$ cat config.mk
export PLATFORM = sky130hd
export DESIGN_NAME = depq_ctrl
export DESIGN_NICKNAME = d
export VERILOG_FILES = /design/src/hdl/depq_pkg.sv /design/src/hdl/depq_ctrl.sv
export SDC_FILE = /design/constraint.sdc
export NUM_CORES = 1
export LEC_CHECK = 0
export BUFFER_PORTS_ARGS = -buffer_cell sky130_fd_sc_hd__buf_2
export CORE_AREA = 2 2 55 57
export CTS_BUF_LIST = sky130_fd_sc_hd__clkbuf_8
export CTS_CLUSTER_DIAMETER = 40
export DETAILED_ROUTE_END_ITERATION = 10
export DIE_AREA = 0 0 57 59
export PLACE_DENSITY = 0.72
export SLEW_MARGIN = 20
export SYNTH_ARGS = -nofsm -noshare
export SYNTH_HDL_FRONTEND = slang
export SYNTH_SLANG_ARGS = --single-unit
$ cat constraint.sdc
create_clock -name clock -period 1.58 [get_ports clock]
set_input_delay 0.316 -clock clock [delete_from_list [all_inputs] [get_ports clock]]
set_output_delay 0.316 -clock clock [all_outputs]
set_load 0.1 [all_outputs]
$ cat src/hdl/depq_pkg.sv
package depq_pkg;

   localparam int HEAP_DEPTH = 1024;
   localparam int HEAP_AW    = $clog2(HEAP_DEPTH);
   localparam int CNT_W      = HEAP_AW + 1;
   localparam int POS_W      = CNT_W + 1;
   localparam int ID_W       = 16;
   localparam int WGT_W      = 16;
   localparam int ENT_W      = ID_W + WGT_W;
   localparam int ID_COUNT   = 65536;
   localparam int LIVE_W     = 32;
   localparam int LIVE_SH    = $clog2(LIVE_W);
   localparam int LIVE_ROWS  = ID_COUNT / LIVE_W;
   localparam int ROW_W      = $clog2(LIVE_ROWS);
   localparam int TOT_W      = 26;

   localparam logic [1:0] CMD_INSERT  = 2'd0;
   localparam logic [1:0] CMD_POP_MIN = 2'd1;
   localparam logic [1:0] CMD_POP_MAX = 2'd2;
   localparam logic [1:0] CMD_QUERY   = 2'd3;

   localparam logic [1:0] ST_ACCEPT = 2'd0;
   localparam logic [1:0] ST_VALID  = 2'd1;
   localparam logic [1:0] ST_EMPTY  = 2'd2;
   localparam logic [1:0] ST_DROP   = 2'd3;

   typedef struct packed {
      logic [1:0]       cmd;
      logic [ID_W-1:0]  item_id;
      logic [WGT_W-1:0] item_weight;
   } req_type;

   typedef struct packed {
      logic [1:0]       status;
      logic [TOT_W-1:0] value;
   } rsp_type;

   typedef enum logic [4:0] {
      OP_NONE,
      OP_CLEAR,
      OP_LOAD,
      OP_PUSH_START,
      OP_PUSH_READ,
      OP_PUSH_MOVE,
      OP_PLACE,
      OP_READ_LAST,
      OP_DROP_START,
      OP_READ_L,
      OP_READ_R,
      OP_DROP_MOVE,
      OP_TOP_READ,
      OP_LIVE_TOP,
      OP_LIVE_ID,
      OP_POP_FIN,
      OP_INS_FIN,
      OP_SET_EMPTY,
      OP_SET_DROP,
      OP_QUERY,
      OP_EMIT
   } dp_op_type;

   typedef struct packed {
      dp_op_type op;
      logic      hsel;
   } dp_cmd_type;

   typedef struct packed {
      logic cnt_zero;
      logic at_root;
      logic parent_better;
      logic no_child;
      logic child_better;
      logic top_live;
      logic full;
      logic clear_done;
      logic rsp_free;
   } dp_stat_type;

   typedef enum logic [4:0] {
      S_CLEAR,
      S_IDLE,
      S_INS_CHECK,
      S_PUSH_START,
      S_PUSH_TEST,
      S_PUSH_EVAL,
      S_INS_FIN,
      S_CLN_TEST,
      S_CLN_LIVE,
      S_CLN_EVAL,
      S_DROP_START,
      S_DROP_TEST,
      S_DROP_READR,
      S_DROP_EVAL,
      S_POP_FIN,
      S_DONE
   } ctrl_state_type;

   function automatic logic goes_before(input logic [ENT_W-1:0] a, input logic [ENT_W-1:0] b,
                                        input logic is_max);
      return is_max ? (a > b) : (a < b);
   endfunction

endpackage

$ cat src/hdl/depq_ctrl.sv
module depq_ctrl import depq_pkg::*; (
   input  logic        clock,
   input  logic        reset,
   input  logic        req_valid,
   output logic        req_ready,
   input  logic [1:0]  req_cmd,
   input  dp_stat_type dp_stat,
   output dp_cmd_type  dp_cmd
);

   ctrl_state_type state_ff, state_in;
   logic [1:0]     cmd_ff, cmd_in;
   logic           hsel_ff, hsel_in;
   logic           popping_ff, popping_in;
   logic           is_pop;

   assign is_pop = cmd_ff == CMD_POP_MIN || cmd_ff == CMD_POP_MAX;

   always_comb begin
      state_in   = state_ff;
      cmd_in     = cmd_ff;
      hsel_in    = hsel_ff;
      popping_in = popping_ff;
      case (state_ff)
         S_CLEAR: if (dp_stat.clear_done) state_in = S_IDLE;
         S_IDLE: begin
            if (req_valid) begin
               cmd_in     = req_cmd;
               popping_in = 1'b0;
               hsel_in    = req_cmd == CMD_POP_MAX || req_cmd == CMD_QUERY;
               state_in   = (req_cmd == CMD_INSERT) ? S_INS_CHECK : S_CLN_TEST;
            end
         end
         S_INS_CHECK:  state_in = dp_stat.full ? S_DONE : S_PUSH_START;
         S_PUSH_START: state_in = S_PUSH_TEST;
         S_PUSH_TEST,
         S_PUSH_EVAL: begin
            if (state_ff == S_PUSH_TEST && !dp_stat.at_root) begin
               state_in = S_PUSH_EVAL;
            end else if (state_ff == S_PUSH_EVAL && dp_stat.parent_better) begin
               state_in = S_PUSH_TEST;
            end else if (!hsel_ff) begin
               hsel_in  = 1'b1;
               state_in = S_PUSH_START;
            end else begin
               state_in = S_INS_FIN;
            end
         end
         S_INS_FIN: state_in = S_DONE;
         S_CLN_TEST: begin
            if (!dp_stat.cnt_zero) begin
               state_in = S_CLN_LIVE;
            end else if (is_pop) begin
               state_in = S_DONE;
            end else if (hsel_ff) begin
               hsel_in = 1'b0;
            end else begin
               state_in = S_DONE;
            end
         end
         S_CLN_LIVE: state_in = S_CLN_EVAL;
         S_CLN_EVAL: begin
            if (!dp_stat.top_live) begin
               state_in = S_DROP_START;
            end else if (is_pop) begin
               popping_in = 1'b1;
               state_in   = S_DROP_START;
            end else if (hsel_ff) begin
               hsel_in  = 1'b0;
               state_in = S_CLN_TEST;
            end else begin
               state_in = S_DONE;
            end
         end
         S_DROP_START: state_in = S_DROP_TEST;
         S_DROP_TEST,
         S_DROP_EVAL: begin
            if (state_ff == S_DROP_TEST && !dp_stat.no_child) begin
               state_in = S_DROP_READR;
            end else if (state_ff == S_DROP_EVAL && dp_stat.child_better) begin
               state_in = S_DROP_TEST;
            end else begin
               state_in = popping_ff ? S_POP_FIN : S_CLN_TEST;
            end
         end
         S_DROP_READR: state_in = S_DROP_EVAL;
         S_POP_FIN:    state_in = S_DONE;
         S_DONE:       if (dp_stat.rsp_free) state_in = S_IDLE;
         default:      state_in = S_IDLE;
      endcase
   end

   always_comb begin
      req_ready   = 1'b0;
      dp_cmd.hsel = hsel_ff;
      dp_cmd.op   = OP_NONE;
      case (state_ff)
         S_CLEAR: dp_cmd.op = OP_CLEAR;
         S_IDLE: begin
            req_ready = 1'b1;
            if (req_valid) dp_cmd.op = OP_LOAD;
         end
         S_INS_CHECK:  dp_cmd.op = dp_stat.full ? OP_SET_DROP : OP_LIVE_ID;
         S_PUSH_START: dp_cmd.op = OP_PUSH_START;
         S_PUSH_TEST:  dp_cmd.op = dp_stat.at_root ? OP_PLACE : OP_PUSH_READ;
         S_PUSH_EVAL:  dp_cmd.op = dp_stat.parent_better ? OP_PUSH_MOVE : OP_PLACE;
         S_INS_FIN:    dp_cmd.op = OP_INS_FIN;
         S_CLN_TEST: begin
            if (!dp_stat.cnt_zero) begin
               dp_cmd.op = OP_TOP_READ;
            end else if (is_pop) begin
               dp_cmd.op = OP_SET_EMPTY;
            end else if (!hsel_ff) begin
               dp_cmd.op = OP_QUERY;
            end
         end
         S_CLN_LIVE: dp_cmd.op = OP_LIVE_TOP;
         S_CLN_EVAL: begin
            if (!dp_stat.top_live || is_pop) begin
               dp_cmd.op = OP_READ_LAST;
            end else if (!hsel_ff) begin
               dp_cmd.op = OP_QUERY;
            end
         end
         S_DROP_START: dp_cmd.op = OP_DROP_START;
         S_DROP_TEST:  dp_cmd.op = dp_stat.no_child ? OP_PLACE : OP_READ_L;
         S_DROP_READR: dp_cmd.op = OP_READ_R;
         S_DROP_EVAL:  dp_cmd.op = dp_stat.child_better ? OP_DROP_MOVE : OP_PLACE;
         S_POP_FIN:    dp_cmd.op = OP_POP_FIN;
         S_DONE:       if (dp_stat.rsp_free) dp_cmd.op = OP_EMIT;
         default:      dp_cmd.op = OP_NONE;
      endcase
   end

   always_ff @(posedge clock) begin
      if (reset) begin
         state_ff   <= S_CLEAR;
         cmd_ff     <= CMD_INSERT;
         hsel_ff    <= 1'b0;
         popping_ff <= 1'b0;
      end else begin
         state_ff   <= state_in;
         cmd_ff     <= cmd_in;
         hsel_ff    <= hsel_in;
         popping_ff <= popping_in;
      end
   end

endmodule

==> results.md <==
- The run finished, with violations left.
- The final reports fail on setup timing.
- The critical path launch point type is a flip-flop.
- The gate count after technology mapping is 160.
- The routability congestion estimate from global placement is 1.007.
- For this run the aggregate overflow at the end of global routing stands at 0.
- The library cell used as clock root buffer is clkbuf_8.
- Headroom to the max-slew limit came out at 0.6812.
- Input and output buffers added on the ports amount to 20.
- The clock transition time at the flip-flop clock pins of the worst setup and hold paths is 50 ps.
- The final critical-path required period is 2058 ps.
- The cell area after synthesis is 0.001074 mm^2.
- The part of the Yosys area used for sequential elements is 0.1492.
- The number of failing setup endpoints in the final timing report is 13.
- By area, the combinational part of the netlist is dominated by compound AO/OA/AOI/OAI gates.
- In the global route stage, overall resource usage came out at 0.3107.
- The share of cell area taken by muxes after synthesis is 0.01865.
- The worst setup path is captured at a primary output.
- The detailed-routing iteration count for the pre-antenna-repair pass is 5.
- Synthesis inferred 8 register bits.
- The share of the cycle needed by the critical path after routing is 1.303.
- Counting flops with a built-in enable in the synthesized netlist gives 0.
- In this run, placement finished with an instance count of 255.
- In this run the number of H-tree levels came out at 1.
- The area occupied by registers is 180.2 um^2.
- The post-synthesis compound-gate area fraction is 0.3974.
- The analysis attributes to cell leakage a power of 0.0009238 uW.
- By area the synthesized netlist is led by dfxtp_1 (15%), a21oi_1 (7.9%), nand2_1 (7.7%), buf_4 (4.9%), nand3_1 (4.2%).
- The share of total power dissipated in sequential elements is 0.182.
- After detailed routing, the number of vias per cell comes to 6.707.
- Of all nets on the critical path, the largest fanout is 8.
- During I/O placement, the number of pins put on the boundary was 21.
- Of the post-synthesis cell area, the dominant cell type holds 0.1492.
- The number of nets in the final layout is 260.
- The actual transition at the worst max-transition pin is 481.5 ps.
- The final antenna diode count is 0.
- The critical path data arrival time is 1740 ps.
- The region available for standard cell placement spans 0.002710 mm^2.
- The filler-free cell count of the finished design is 276.
- In this run the power density over the cells is 577.2 mW/mm^2.
- The TritonCTS clock tree is yes.
- The clock arrives with 10.89 ps of skew.
- The detailed router's first-iteration violation count is 246.
- The vias after detailed routing is 1851.
- The largest single stage delay on the critical path is 370 ps.
- The number of max-slew violations in the final report was 0.
- The met3 demand-to-capacity share in global routing is 0.06114.
- Summed over all nets, the switching power comes to 554.5 uW.
- The initial antenna violation count was 0.
- The most utilized layer in the global route result is met2.
- For this run, the share of the core covered by cells in the final layout is 0.8112.
- Of the total synthesized cell area, the portion taken by XOR and XNOR cells is 0.02331.
- Fill cells in the final layout number 151.
- The row count is 19.
- The fraction of met1 tracks used by global routing is 0.3596.
- The number of nets with antenna violations after routing is 0.
- The clock buffer count from CTS is 3.
- Walking the worst path, the cells encountered are buf_4 -> inv_4 -> mux2i_1 -> o221ai_1 -> o21ai_1 -> o211ai_1 -> buf_12.
- The number of max-cap violations is 0.
- The total number of yosys warnings is 0.
- When the netlist entered floorplanning its net count stood at 174.
- The total detailed-routing wirelength is 6209 um.
- The die boundary width is 57 um.
- The peak supply drop is 0.0006369 V.
- The leading area contributor after synthesis is dfxtp_1.
- The maximum achievable frequency is 485.8 MHz.
- The area share of fa/ha/maj cells after synthesis is 0.
- The clock passes through at most 2 buffers.
- The worst path required time is 1260 ps.
- On the critical path, the stage with the largest delay is an instance of dfxtp_4.
- The fraction of layout cells with a size suffix above 1 is 0.6327.
- Setup repair after global routing could not meet its margin everywhere.
- The worst setup margin is -478.3 ps.
- By startpoint and endpoint, the worst setup path is classified as reg -> out.
- The average footprint of a synthesized cell is 6.710 um^2.
- The final HPWL from detailed placement is 3507 um.
- The number of clock sinks is 8.
- The combinational share of power is 0.602.
- Internal power comes to 714.3 uW.
- Dividing the detail-routed wire length by the instance count gives 22.50 um.
- The synthesis-to-finish area growth is 104.8%.
- The number of DRC violations after detailed routing is 0.
- The net switching fraction of the power is 0.4370.
- The final hold violation count is 0.
- The clock group share of total power is 0.217.
- The post-synthesis cell type count is 48.
- The simple-gate share of the synthesized area is 0.2949.
- The later pin in the worst-skew pair is clocked with a latency of 240 ps.
- Entering global routing, the biggest net connects 11 pins.
- The most used flip-flop cell after synthesis is dfxtp_1.
- The multi-input combinational cells in the finished layout cover a total of 0.001079 mm^2.
- The floorplan die height is 59 um.
- The die covers 0.003363 mm^2.
- In the global route stage, met2 resource usage came out at 0.5435.
- The number of hold buffers added after CTS was 0.
- The initial utilization of the core area, before any placement, comes to 0.3961.
- The class of the tightest hold or removal check is in -> reg.
- The first global-routing pass estimated 7941 um of wire.
- For this run, asynchronously set or reset flops after synthesis account for 0.
- The number of global-route vias before repair is 1677.
==> final cells by class <==
type,count,share of cell area
timing repair buffer,96,0.3745
clock inverter,1,0.001707
inverter,8,0.01480
tap,31,0.01764
sequential,8,0.08196
clock buffer,3,0.01878
multi-input combinational,129,0.4906
==> synthesized netlist by cell type (all sizes together) (2+ instances only) <==
| cell type | number |
|---|---|
| a311oi | 3 |
| a31oi | 4 |
| nand2b | 3 |
| buf | 12 |
| clkbuf | 3 |
| o221ai | 4 |
| o211ai | 5 |
| a221oi | 2 |
| mux2i | 2 |
| nor3 | 10 |
| nand3 | 10 |
| nor2 | 9 |
| a21oi | 17 |
| inv | 8 |
| a21o | 2 |
| a22oi | 3 |
| o31ai | 2 |
| nor2b | 2 |
| nand2 | 23 |
| a32o | 2 |
| o21ai | 9 |
| dfxtp | 8 |
==> path summary, 6_finish.rpt <==
check	slack, ps	depth (start not counted)	from	endpoint
max	-480	7	state_ff[0]	dp_cmd[2]
min	390	3	req_cmd[1]	cmd_ff[1]
max reg2reg	-240	8	state_ff[3]	state_ff[2]
min reg2reg	610	2	popping_ff	popping_ff
==> kinds of logic (layout without fill, tap and decap cells) <==
| kind of cell | count (synthesis) | count (layout) |
|---|---|---|
| and+or+nand+nor | 64 | 64 |
| AOI/OAI and AO/OA | 61 | 61 |
| buffers and inverters | 23 | 108 |
| DFF | 8 | 8 |
| xor gates and xnor gates | 2 | 2 |
| muxes | 2 | 2 |
==> flip-flops by register name (all words and copies together), names as in the netlist <==
name / count
popping_ff: 1
cmd_ff: 2
hsel_ff: 1
state_ff: 4
==> stage by stage <==
| step | setup WS [ps] | area, um^2 | setup TNS (ps) | hold slack [ps] | power (uW) |
|---|---|---|---|---|---|
| global route | -566.1 | 2198 | -3850 | 396.1 | 1308 |
| global placement | -197.5 | 1703 | -906.2 | 556.8 | 800.6 |
| floorplan | -1034 | 1152 | -6269 | 463.5 | 562.9 |
| CTS | -397.4 | 1977 | -1909 | 349.4 | 1152 |
| finish | -478.3 | 2198 | -3064 | 385.9 | 1269 |
| detailed placement | -252.8 | 1703 | -1151 | 563.2 | 812.5 |
==> power by group through the flow <==
stage	clock, uW	combinational [uW]	sequential (uW)
3_3_place_gp	0	564	237
2_1_floorplan	0	335	228
6_report	275	763	231
5_1_grt	288	787	232
3_5_place_dp	0	575	238
4_1_cts	273	651	228
==> routing by layer <==
metal  share of wire  up-vias
met3            0.10       59
met2            0.45      169
met5               0        -
met1            0.37      849
li1                -      774
met4           0.068        0
==> cells in the final DEF (no fill, tap or decap), drive strengths merged, types with 3 or more instances in the layout <==
cell	synthesis	final
a21oi	17	17
o211ai	5	5
a31oi	4	4
o221ai	4	4
nor3	10	10
o21ai	9	9
dfxtp	8	8
inv	8	9
a22oi	3	3
clkbuf	3	3
nor2	9	9
a311oi	3	3
nand3	10	10
buf	12	96
nand2b	3	3
nand2	23	23
==> what timing repair did <==
item	CTS	global route
pin swaps	16	14
buffers inserted	10	8
endpoints found under the setup margin	11	12
gates resized for setup	44	36
==> worst max-delay path, delay by kind of cell (launching register included) <==
family,cells,cell delay [ps]
AOI/OAI and AO/OA,3,450
DFF,1,370
muxes,1,220
buffers and inverters,3,470
No activity file was read; power rests on OpenSTA's default activity.
